$ cat src/hdl/lsb_stego_text_extract_core_assert.svh
// Assertion macros shared by the decoder RTL.
// Each macro expects clk and arst_n to be visible where it is used.
`ifndef LSB_STEGO_TEXT_EXTRACT_CORE_ASSERT_SVH
`define LSB_STEGO_TEXT_EXTRACT_CORE_ASSERT_SVH

// Same-cycle implication.
`define LSBX_ASSERT_HOLDS(label, ante, cons, msg) \
	label: assert property (@(posedge clk) disable iff (!arst_n) (ante) |-> (cons)) \
		else $error(msg);

// Next-cycle implication.
`define LSBX_ASSERT_NEXT(label, ante, cons, msg) \
	label: assert property (@(posedge clk) disable iff (!arst_n) (ante) |=> (cons)) \
		else $error(msg);

`endif

$ cat src/hdl/lsbx_pkg.sv
`timescale 1ns / 1ps
`default_nettype none

package lsbx_pkg;

	localparam int CHAN_W     = 8;
	localparam int ACC_W      = 8;
	localparam int SLOT_W     = 4;
	localparam int K_W        = 4;
	localparam int NUM_CHAN   = 3;
	localparam int DATA_W     = 32;
	localparam int ADDR_W     = 3;
	localparam int FIFO_DEPTH = 4;

	// register index is paddr[2] (one register, word addressed)
	localparam logic REG_BITS_PER_CHANNEL = 1'b0;
	localparam logic [K_W-1:0] BITS_RESET = K_W'(1);

	typedef struct packed {
		logic [ACC_W-1:0] char_value;
		logic             end_of_text;
		logic             last_of_pixel;
	} result_t;

	// up to two results per pixel
	typedef struct packed {
		logic [1:0] n;
		result_t    r0;
		result_t    r1;
	} push_t;

	// 0 -> 1, 9..15 -> 8
	function automatic logic [K_W-1:0] eff_bits(input logic [K_W-1:0] raw);
		logic [K_W-1:0] k;
		k = raw;
		if (raw == '0)
			k = K_W'(1);
		else if (raw > K_W'(8))
			k = K_W'(8);
		return k;
	endfunction

	// slot limit for k = 1..8
	function automatic logic [SLOT_W-1:0] slot_limit(input logic [K_W-1:0] k);
		logic [SLOT_W-1:0] lim;
		unique case (k)
			K_W'(1):           lim = SLOT_W'(8);
			K_W'(2):           lim = SLOT_W'(4);
			K_W'(3), K_W'(4):  lim = SLOT_W'(2);
			default:           lim = SLOT_W'(1);
		endcase
		return lim;
	endfunction

	function automatic logic [CHAN_W-1:0] low_mask(input logic [K_W-1:0] k);
		logic [CHAN_W-1:0] m;
		unique case (k)
			K_W'(1): m = 8'h01;
			K_W'(2): m = 8'h03;
			K_W'(3): m = 8'h07;
			K_W'(4): m = 8'h0F;
			K_W'(5): m = 8'h1F;
			K_W'(6): m = 8'h3F;
			K_W'(7): m = 8'h7F;
			default: m = 8'hFF;
		endcase
		return m;
	endfunction

endpackage

`default_nettype wire

$ cat src/hdl/lsb_stego_text_extract_core.sv
`timescale 1ns / 1ps
`default_nettype none
// LSB steganography text extractor.
// Pixel channel: pixel_valid/pixel_stall carry one RGB pixel per transaction
// (red, green, blue). Result channel: result_valid/result_stall carry one
// recovered byte per transaction with end_of_text and last_of_pixel flags.
// A pixel yields zero, one or two results; after the end-of-text result all
// further pixels are taken and dropped until reset.
// A pixel taken into input register s1 is decoded as it leaves s1 and its
// results are written to the result queue. Throughput: one pixel per cycle
// while pixel_stall is low; the output port delivers one result per cycle
// while result_stall is low (k >= 5 averages 1.5 results per pixel).
// The input register stalls only when the result queue has under two slots.
// Receiver stall: results wait in a FIFO_DEPTH-entry queue; pixel_stall rises
// once the queue cannot absorb two more results.
// Config: bits_per_channel at byte address 0 over an APB-style port, reset
// value 1; to be written only while idle, a rule the user keeps, unenforced.
// Reset clears accumulator, slot count, end-of-text flag, s1, result queue.
module lsb_stego_text_extract_core #(
	parameter int FIFO_DEPTH = lsbx_pkg::FIFO_DEPTH
) (
	input  wire logic                        clk,
	input  wire logic                        arst_n,
	// configuration
	input  wire logic                        psel,
	input  wire logic                        penable,
	input  wire logic                        pwrite,
	input  wire logic [lsbx_pkg::ADDR_W-1:0] paddr,
	input  wire logic [lsbx_pkg::DATA_W-1:0] pwdata,
	output logic      [lsbx_pkg::DATA_W-1:0] prdata,
	output logic                             pready,
	// pixel channel
	input  wire logic                        pixel_valid,
	output logic                             pixel_stall,
	input  wire logic [lsbx_pkg::CHAN_W-1:0] red,
	input  wire logic [lsbx_pkg::CHAN_W-1:0] green,
	input  wire logic [lsbx_pkg::CHAN_W-1:0] blue,
	// result channel
	output logic                             result_valid,
	input  wire logic                        result_stall,
	output logic      [lsbx_pkg::ACC_W-1:0]  char_value,
	output logic                             end_of_text,
	output logic                             last_of_pixel
);
	import lsbx_pkg::*;

	logic [K_W-1:0]    bits_q;
	logic              valid_s1;
	logic [CHAN_W-1:0] red_s1;
	logic [CHAN_W-1:0] green_s1;
	logic [CHAN_W-1:0] blue_s1;
	logic              room2;
	logic              advance;
	logic              take;
	logic              reg_hit;
	push_t             push;
	result_t           head;

	// APB: pready always high, single register at index 0
	assign pready  = 1'b1;
	assign reg_hit = (paddr[2] == REG_BITS_PER_CHANNEL);
	assign prdata  = reg_hit ? DATA_W'(bits_q) : '0;

	always_ff @(posedge clk or negedge arst_n) begin
		if (!arst_n) begin
			bits_q <= BITS_RESET;
		end else if (psel && penable && pwrite && pready && reg_hit) begin
			bits_q <= pwdata[K_W-1:0];
		end
	end

	// s1 holds the pixel until the queue can take up to two results
	assign advance     = valid_s1 && room2;
	assign pixel_stall = valid_s1 && !room2;
	assign take        = pixel_valid && !pixel_stall;

	always_ff @(posedge clk or negedge arst_n) begin
		if (!arst_n) begin
			valid_s1 <= 1'b0;
		end else if (take) begin
			valid_s1 <= 1'b1;
		end else if (advance) begin
			valid_s1 <= 1'b0;
		end
	end

	always_ff @(posedge clk) begin
		if (take) begin
			red_s1   <= red;
			green_s1 <= green;
			blue_s1  <= blue;
		end
	end

	lsbx_decode u_decode (
		.clk      (clk),
		.arst_n   (arst_n),
		.go       (advance),
		.bits_raw (bits_q),
		.red      (red_s1),
		.green    (green_s1),
		.blue     (blue_s1),
		.push     (push)
	);

	lsbx_res_fifo #(
		.DEPTH (FIFO_DEPTH)
	) u_res_fifo (
		.clk          (clk),
		.arst_n       (arst_n),
		.push         (push),
		.result_stall (result_stall),
		.result_valid (result_valid),
		.head         (head),
		.room2        (room2)
	);

	assign char_value    = head.char_value;
	assign end_of_text   = head.end_of_text;
	assign last_of_pixel = head.last_of_pixel;

endmodule

`default_nettype wire

$ cat src/hdl/lsbx_decode.sv
`timescale 1ns / 1ps
`default_nettype none
`include "lsb_stego_text_extract_core_assert.svh"

module lsbx_decode (
	input  wire logic                      clk,
	input  wire logic                      arst_n,
	input  wire logic                      go,
	input  wire logic [lsbx_pkg::K_W-1:0]    bits_raw,
	input  wire logic [lsbx_pkg::CHAN_W-1:0] red,
	input  wire logic [lsbx_pkg::CHAN_W-1:0] green,
	input  wire logic [lsbx_pkg::CHAN_W-1:0] blue,
	output lsbx_pkg::push_t                  push
);
	import lsbx_pkg::*;

	logic [ACC_W-1:0]  acc_q;
	logic [SLOT_W-1:0] slot_q;
	logic              done_q;

	logic [ACC_W-1:0]  acc_nx;
	logic [SLOT_W-1:0] slot_nx;
	logic              done_nx;
	push_t             res;
	logic [CHAN_W-1:0] chan [NUM_CHAN];

	assign chan[0] = red;
	assign chan[1] = green;
	assign chan[2] = blue;

	// three channel slots in sequence, narrow values
	always_comb begin
		logic [K_W-1:0]    k;
		logic [SLOT_W-1:0] lim;
		logic [CHAN_W-1:0] piece;
		logic [7:0]        offset;
		logic [ACC_W-1:0]  shifted;
		result_t           rec;
		k       = eff_bits(bits_raw);
		lim     = slot_limit(k);
		piece   = '0;
		offset  = '0;
		shifted = '0;
		rec     = '0;
		acc_nx  = acc_q;
		slot_nx = slot_q;
		done_nx = done_q;
		res     = '0;
		for (int c = 0; c < NUM_CHAN; c++) begin
			if (!done_nx) begin
				if (slot_nx > lim) begin
					rec = '0;
					if (acc_nx == '0) begin
						rec.end_of_text = 1'b1;
						done_nx         = 1'b1;
					end else begin
						rec.char_value = acc_nx;
					end
					if (res.n == 2'd0)
						res.r0 = rec;
					else
						res.r1 = rec;
					res.n   = res.n + 2'd1;
					acc_nx  = '0;
					slot_nx = '0;
				end
			end
			if (!done_nx) begin
				piece   = chan[c] & low_mask(k);
				offset  = {4'b0, k} * {4'b0, slot_nx};
				shifted = piece << offset[2:0];
				if (offset < 8'd8)
					acc_nx = acc_nx + shifted;
				slot_nx = slot_nx + SLOT_W'(1);
			end
		end
		if (res.n == 2'd1)
			res.r0.last_of_pixel = 1'b1;
		if (res.n == 2'd2)
			res.r1.last_of_pixel = 1'b1;
	end

	always_comb begin
		push = res;
		if (!go)
			push.n = 2'd0;
	end

	always_ff @(posedge clk or negedge arst_n) begin
		if (!arst_n) begin
			acc_q  <= '0;
			slot_q <= '0;
			done_q <= 1'b0;
		end else if (go) begin
			acc_q  <= acc_nx;
			slot_q <= slot_nx;
			done_q <= done_nx;
		end
	end

	`LSBX_ASSERT_NEXT(a_done_sticks, done_q, done_q, "end of text flag cleared")
	`LSBX_ASSERT_HOLDS(a_done_silent, done_q, res.n == 2'd0, "result after end of text")
	`LSBX_ASSERT_HOLDS(a_end_is_final, res.n == 2'd2, !res.r0.end_of_text,
		"result follows end of text")

endmodule

`default_nettype wire

$ cat src/hdl/lsbx_res_fifo.sv
`timescale 1ns / 1ps
`default_nettype none
`include "lsb_stego_text_extract_core_assert.svh"

module lsbx_res_fifo #(
	parameter int DEPTH = lsbx_pkg::FIFO_DEPTH
) (
	input  wire logic              clk,
	input  wire logic              arst_n,
	input  wire lsbx_pkg::push_t   push,
	input  wire logic              result_stall,
	output logic                   result_valid,
	output lsbx_pkg::result_t      head,
	output logic                   room2
);
	import lsbx_pkg::*;

	localparam int PTR_W = (DEPTH > 1) ? $clog2(DEPTH) : 1;
	localparam int CNT_W = $clog2(DEPTH + 1);

	result_t          mem_q [DEPTH];
	logic [PTR_W-1:0] wr_q;
	logic [PTR_W-1:0] rd_q;
	logic [CNT_W-1:0] count_q;
	logic             pop;
	logic [PTR_W-1:0] wr_next;

	function automatic logic [PTR_W-1:0] inc(input logic [PTR_W-1:0] p);
		return (p == PTR_W'(DEPTH - 1)) ? '0 : p + PTR_W'(1);
	endfunction

	assign result_valid = (count_q != '0);
	assign head         = mem_q[rd_q];
	assign pop          = result_valid && !result_stall;
	assign room2        = (count_q <= CNT_W'(DEPTH - 2));
	assign wr_next      = inc(wr_q);

	always_ff @(posedge clk) begin
		if (push.n != 2'd0)
			mem_q[wr_q] <= push.r0;
		if (push.n == 2'd2)
			mem_q[wr_next] <= push.r1;
	end

	always_ff @(posedge clk or negedge arst_n) begin
		if (!arst_n) begin
			wr_q    <= '0;
			rd_q    <= '0;
			count_q <= '0;
		end else begin
			if (push.n == 2'd1)
				wr_q <= wr_next;
			else if (push.n == 2'd2)
				wr_q <= inc(wr_next);
			if (pop)
				rd_q <= inc(rd_q);
			count_q <= count_q + CNT_W'(push.n) - CNT_W'(pop);
		end
	end

	`LSBX_ASSERT_HOLDS(a_count_bound, 1'b1, count_q <= CNT_W'(DEPTH), "queue overfilled")
	`LSBX_ASSERT_HOLDS(a_push_room, push.n != 2'd0, room2, "results pushed without room")

endmodule

`default_nettype wire
$ cat config.mk
export PLATFORM = sky130hd
export DESIGN_NAME = lsb_stego_text_extract_core
export DESIGN_NICKNAME = d
export VERILOG_FILES = /design/src/hdl/lsbx_pkg.sv /design/src/hdl/lsb_stego_text_extract_core.sv /design/src/hdl/lsbx_decode.sv /design/src/hdl/lsbx_res_fifo.sv
export VERILOG_INCLUDE_DIRS = /design/src /design/src/hdl
export SDC_FILE = /design/constraint.sdc
export NUM_CORES = 1
export LEC_CHECK = 0
export BUFFER_PORTS_ARGS = -buffer_cell sky130_fd_sc_hd__buf_2
export CAP_MARGIN = 30
export CORE_MARGIN = 2
export CORE_UTILIZATION = 35
export CTS_BUF_LIST = sky130_fd_sc_hd__clkbuf_16
export CTS_CLUSTER_DIAMETER = 50
export DETAILED_ROUTE_END_ITERATION = 8
export GPL_ROUTABILITY_DRIVEN = 0
export SYNTH_ARGS = -nofsm -noshare
export SYNTH_HDL_FRONTEND = slang
export SYNTH_SLANG_ARGS = --single-unit
$ cat constraint.sdc
create_clock -name clk -period 17.3 [get_ports clk]
set_input_delay 0.865 -clock clk [delete_from_list [all_inputs] [get_ports clk]]
set_output_delay 0.865 -clock clk [all_outputs]
set_load 0.02 [all_outputs]
## Word-level counts from Yosys, hierarchy flattened

Memory sizes are Yosys's and may differ from the RTL's.
Index checks and enable logic that the tools add are counted.

| operators by class | value |
|---|---|
| add/subtract/negate cells | 13 |
| multiply operators | 3 |
| divide/modulo/power cells | 0 |
| order comparisons | 8 |
| equality and inequality tests | 14 |
| shift operators | 3 |
| muxes and demuxes | 65 |
| bitwise operators | 4 |
| reduce and logical (&&, ||, !) cells | 21 |

Operators with widths:

| kind | count |
|---|---|
| two-way mux 8 bit | 18 |
| two-way mux 22 bit | 5 |
| case mux 8 bit (7 select lines) | 1 |
| two-way mux 4 bit | 12 |
| two-way mux 10 bit | 4 |
| adder 8 bit | 3 |
| bitwise AND 8 bit | 3 |
| zero test 8 bit | 3 |
| < comparator 8 x 4 -> 1 bit (second input constant) | 3 |
| multiplier 4 x 4 -> 8 bit | 3 |
| << shifter 8 x 3 -> 8 bit | 3 |
| two-way mux 21 bit | 1 |
| two-way mux 1 bit | 17 |
| == test 4 x 3 -> 1 bit (second input constant) | 4 |
| adder 4 x 1 -> 4 bit (second input constant) | 3 |
| > comparator 4 bit | 3 |
| two-way mux 2 bit | 6 |
| case mux 4 bit (3 select lines) | 1 |
| adder 2 x 1 -> 2 bit (second input constant) | 5 |
| == test 2 bit (second input constant) | 5 |
| == test 4 x 2 -> 1 bit (second input constant) | 2 |
| logical AND 1 bit | 7 |
| nonzero test 2 bit | 3 |
| == test 2 x 1 -> 1 bit (second input constant) | 2 |
| 11 further kinds | 14 |

| word-level totals | value |
|---|---|
| register bits after elaboration | 49 |
| latch bits | 0 |
| memory bits (writable) | 40 |
| ROM bits | 0 |
| input port bits | 66 |
| output and inout port bits | 45 |
| memories | 1 |

Memories:

| memory | words | bits a word | read ports | clocked after Yosys merged registers in | write ports | line | source |
|---|---|---|---|---|---|---|---|
| u_res_fifo.mem_q | 4 | 10 | 1 | 0 | 2 | lsbx_res_fifo.sv:21 | `result_t mem_q [DEPTH];` |

## Depth between registers and ports, before layout

| logic depth | value |
|---|---|
| depth after elaboration | 35 |
| depth in mapped cells | 58 |

## Cells and area by module

A second synthesis with hierarchy kept.

| unflattened totals | value |
|---|---|
| cell total of the unflattened synthesis | 999 |
| area total of the unflattened synthesis | 9088.7 um^2 |

Modules (own cells, without submodules):

| module | instances | cells each | area each (um^2) | seq. area each (um^2) |
|---|---|---|---|---|
| lsbx_decode | 1 | 771 | 5407.7 | 325.3 |
| lsbx_res_fifo | 1 | 154 | 2476.1 | 1376.3 |
| lsb_stego_text_extract_core | 1 | 74 | 1204.9 | 847.1 |

## Worst setup path before layout

No wires, ideal clock.

| timing | value |
|---|---|
| path kind | register -> register |
| start point | register bits_q[3] |
| end point | register u_decode.acc_q[7] |
| data arrival time | 11.692 ns |
| path slack | 5.485 ns |
| cell stages (with the launch flop) | 53 |
| path buffers | 6 |
| clock period less this slack | 11.815 ns |
| cells stage by stage | dfrtp_1 > buf_2 > clkinv_1 > clkbuf_1 > o21ai_0 > ha_1 > nor2b_1 > o211a_1 > o21ai_2 > clkbuf_1 > clkbuf_1 > nand2_1 > inv_1 > nand2_1 > fa_1 > inv_1 > fa_1 > ha_1 > [... 17 more ...] > nand2_1 > nor2_1 > ha_1 > ha_1 > ha_1 > buf_1 > nor3_1 > ha_1 > a21o_1 > a21o_1 > a21o_1 > a21oi_1 > o21bai_1 > a21oi_1 > nor3_1 > a2111oi_0 > mux2i_1 > nand2_1 |

| between the ends | value |
|---|---|
| cells in the longest elaborated chain, start to end | 27 |
| elaborated cells between the ends (all ways) | 67 |
| those cells by class | add/sub (5); mul (3); order compare (7); eq/ne (7); shift (3); mux (35); bitwise (3); reduce/logical (4) |

Ends and longest elaborated chain:

| element | line | source |
|---|---|---|
| start: declaration | lsb_stego_text_extract_core.sv:47 | `logic [K_W-1:0] bits_q;` |
| start signal: assignment | lsb_stego_text_extract_core.sv:68 | `bits_q <= pwdata[K_W-1:0];` |
| > comparator 4 bit | lsbx_pkg.sv:38 | `else if (raw > K_W'(8))` |
| two-way mux 4 bit | lsbx_pkg.sv:38 |  |
| two-way mux 4 bit (*) | lsbx_pkg.sv:36 | `if (raw == '0)` |
| == test 4 x 2 -> 1 bit / == test 4 x 3 -> 1 bit (equally long branches) | lsbx_pkg.sv:46, lsbx_pkg.sv:57 |  |
| OR reduction 2 bit | lsbx_pkg.sv:46 | `unique case (k)` |
| case mux 4 bit (3 select lines) | lsbx_pkg.sv:46 |  |
| > comparator 4 bit | lsbx_decode.sv:51 | `if (slot_nx > lim) begin` |
| two-way mux 4 bit | lsbx_decode.sv:51 |  |
| [... 11 more ...] | n/a |  |
| > comparator 4 bit | lsbx_decode.sv:51 |  |
| two-way mux 4 bit | lsbx_decode.sv:51 |  |
| two-way mux 4 bit | lsbx_decode.sv:50 | `if (!done_nx) begin` |
| multiplier 4 x 4 -> 8 bit | lsbx_decode.sv:70 | `offset = {4'b0, k} * {4'b0, slot_nx};` |
| << shifter 8 x 3 -> 8 bit | lsbx_decode.sv:71 | `shifted = piece << offset[2:0];` |
| adder 8 bit | lsbx_decode.sv:73 | `acc_nx = acc_nx + shifted;` |
| two-way mux 8 bit | lsbx_decode.sv:72 | `if (offset < 8'd8)` |
| two-way mux 8 bit (*) | lsbx_decode.sv:68 | `if (!done_nx) begin` |
| end signal: assignment | lsbx_decode.sv:95 | `acc_q <= acc_nx;` |
| end: declaration | lsbx_decode.sv:17 | `logic [ACC_W-1:0] acc_q;` |

Every way passes the cells marked *; elsewhere a longest branch is shown, timed or not. The select of a mux whose other input is x is not followed.
A chain may end at the register's enable or synchronous reset.

## Final worst setup path

Ends and elaborated chain as after synthesis.

==> results.ini <==
[sta]
finalMaxSlewViolations = 0
fin_crit_ns = 13.87
fin_ws_ns = 3.43
fin_setup_tns_ns = 0
fmax_mhz = 72.1
maxSlewHeadroom_pct = 29.5
finalSetupViolCount = 0
fin_skew_ns = 0.00953
worst_slew_pin_slew_ns = 1.05
fin_crit_sh_pct = 80.2
hold_viol = 0
grt_setup_unrepaired = false

[setup_path]
crit_path_frequent_cell = ha_1
r2r_start = bits_q[3]$_DFFE_PN0P_
cp.arrival_ns = 14.11
cp_slowest_cell = a2111oi_0
critPathLaunch = bits_q[3]$_DFFE_PN0P_
endpoint_kind = flop
critical-path-max-stage-delay_ns = 0.80
cp_max_fo = 26
crit_buf_inv = 5
start_kind = flop
critical_path.top_delay_family = compound AO/OA/AOI/OAI gates
critPathKind = flop to flop
required_ns = 17.54

[route]
dr.pass1.iters = 6
vias = 7753
vias_per_cell = 5.41
drt_iter0_markers = 665
routedWlPerCell_um = 16.5
drc_errors = 0
drt-total-wl_um = 23600
ant_nets = 0

[clock_tree]
clock-sinks = 89
cts_made_buffers = 9
cts_setup_buffers = 0
clkTransAtPathRegs_ns = 0.07
cts_root_buffer = clkbuf_16
cts_resized = 0
cts_tree = built
clock_latency_ns = 0.36
clockBufferDepth = 2
hold_buffers = 0
htree_levels = 3

[min_path]
hold_path.class = flop to flop
hold_start = u_res_fifo.count_q[2]$_DFF_PN0_

[place]
placed_area_um2 = 9540
dp.cells = 1417
portBuffers = 51
dp_hpwl_um = 18400
place_ws_ns = 3.61

[finish]
stdcell_count = 1433
layout.cells.most_common = nand2_1
drive_above_1_share_pct = 11.4
stdcell_area_um2 = 9830
multi_input_area_um2 = 6010
regArea_um2 = 2550
fillers = 2600
most-common-layout-cells = nand2_1 (168), nor2_1 (105), ha_1 (87), o21ai_0 (77), edfxtp_1 (64)
syn_to_final_growth_pct = 8.12
antennaDiodeCount = 0
final_nets = 1262

[global_route]
overflow = 0
grt_first_pass_wirelength_um = 38200
grt_usage_pct = 17.8
antenna_found_initial = 0
grt_max_degree = 28
grt_pass1_vias = 7374

[synthesis]
ys_types = 82
ys_async_sr_fraction_pct = 28.1
ys_warn_count = 0
synth_area_um2 = 9100
synth.avg_cell_area_um2 = 8.53
ys.flop_type = edfxtp_1
seq_area_frac_synth_pct = 28.0
synth_edf_count = 64
ys_ff_latch = 89
syn_inst = 1066

[power_and_ir_drop]
clkPwrFrac_pct = 11.3
p_sw_uw = 929
p_leak_nw = 4.51
vdd_drop_max_mv = 0.0670
p_int_uw = 850
comb_power_share_pct = 69.6
p_per_area_nw_per_um2 = 181
p_seq_share_pct = 19.1
power_mw = 1.78
p_sw_share_pct = 52.2

[die]
dieHeight_um = 165
die-area_um2 = 27300
rows = 59
io_pins = 111
start_util_pct = 35.3
die_w_um = 165
coreArea_um2 = 25800

[flow_run]
maxCapViolations = 0

[outcome]
outcome = finished clean

## per-stage QoR
step                      hold slack, ns  utilization (%)
final                              0.510             38.2
after global routing               0.551             38.2
after CTS                          0.516             38.2
after detailed placement           0.502             37.0
after global placement             0.498             37.0
after floorplan                    0.462                -
## logic make-up after synthesis
kind of cell             count (synthesis)  share of synthesized area [%]
AO/OA/AOI/OAI                          235                           16.6
XOR/XNOR                                32                           3.08
adder cells (fa/ha/maj)                103                           15.5
buffers and inverters                  134                           7.04
flip-flops                              89                           28.0
multiplexers                            65                           9.22
other                                    2                         0.0826
AND/OR/NAND/NOR                        406                           20.5
## final timing paths
kind | to | slack [ns] | cells past startpoint
max | u_decode.acc_q[7]$_DFFE_PN0P_ | 3.43 | 48
min | u_res_fifo.count_q[2]$_DFF_PN0_ | 0.51 | 1
max reg2reg | u_decode.acc_q[7]$_DFFE_PN0P_ | 3.43 | 48
min reg2reg | u_res_fifo.count_q[2]$_DFF_PN0_ | 0.51 | 1
max in group asynchronous | u_decode.slot_q[3]$_DFFE_PN0P_ | 16.34 | 1
min in group asynchronous | u_res_fifo.rd_q[0]$_DFFE_PN0P_ | 0.52 | 1
## layout make-up
| class | instances | area share [%] |
|---|---|---|
| inverters | 63 | 2.40 |
| well taps | 335 | 4.26 |
| repair buffers | 60 | 3.28 |
| clock buffers | 9 | 2.29 |
| flip-flops and latches | 89 | 25.9 |
| clock inverters | 7 | 0.751 |
| multi-input cells | 870 | 61.1 |
## worst reg2reg max path: cells and delay by family (launching register included)
| family | cells | cell delay [ns] |
|---|---|---|
| AOI/OAI and AO/OA | 16 | 4.28 |
| and+or+nand+nor | 16 | 3.39 |
| adders and majority gates | 9 | 3.38 |
| buffers and inverters | 5 | 1.36 |
| DFF | 1 | 0.79 |
| muxes | 2 | 0.54 |
## metal layers
metal | wire, um | up-vias | part of all wire (%) | global-route usage [%]
met5 | 0 | - | 0 | 0
met4 | 675 | 0 | 2.9 | 6.28
met3 | 1140 | 40 | 4.8 | 2.47
met2 | 11000 | 235 | 47 | 29.5
met1 | 10800 | 3668 | 46 | 23.8
li1 | - | 3810 | - | -
## cells in the mapped netlist (all sizes together), types with 16 or more instances
cell type,n,area (um2)
a211oi,17,133
fa,16,320
xor2,16,140
mux2i,35,350
buf,39,284
nand2,168,631
dfrtp,24,601
clkbuf,32,120
xnor2,16,140
a21o,17,128
ha,87,1090
nor3,24,135
edfxtp,64,1920
mux2,17,195
o21ai,88,444
inv,62,233
nor2,106,400
a21oi,46,230
nand3,23,120
## state kept, by name, indices dropped and copies added, names as in the netlist, 3 cells and up
signal	cells
blue_s1	8
u_decode.acc_q	8
green_s1	8
u_res_fifo.mem_q	40
bits_q	4
u_decode.slot_q	4
u_res_fifo.count_q	3
red_s1	8
## power groups by stage
stage               combinational, mW  sequential, mW  clock, mW
finish                           1.24           0.339      0.201
global route                     1.39           0.345      0.213
CTS                              1.23           0.339      0.205
detailed placement               1.23           0.343          0
global placement                 1.20           0.342          0
floorplan                       0.981           0.303          0
Power figures use the tool's default switching activity.
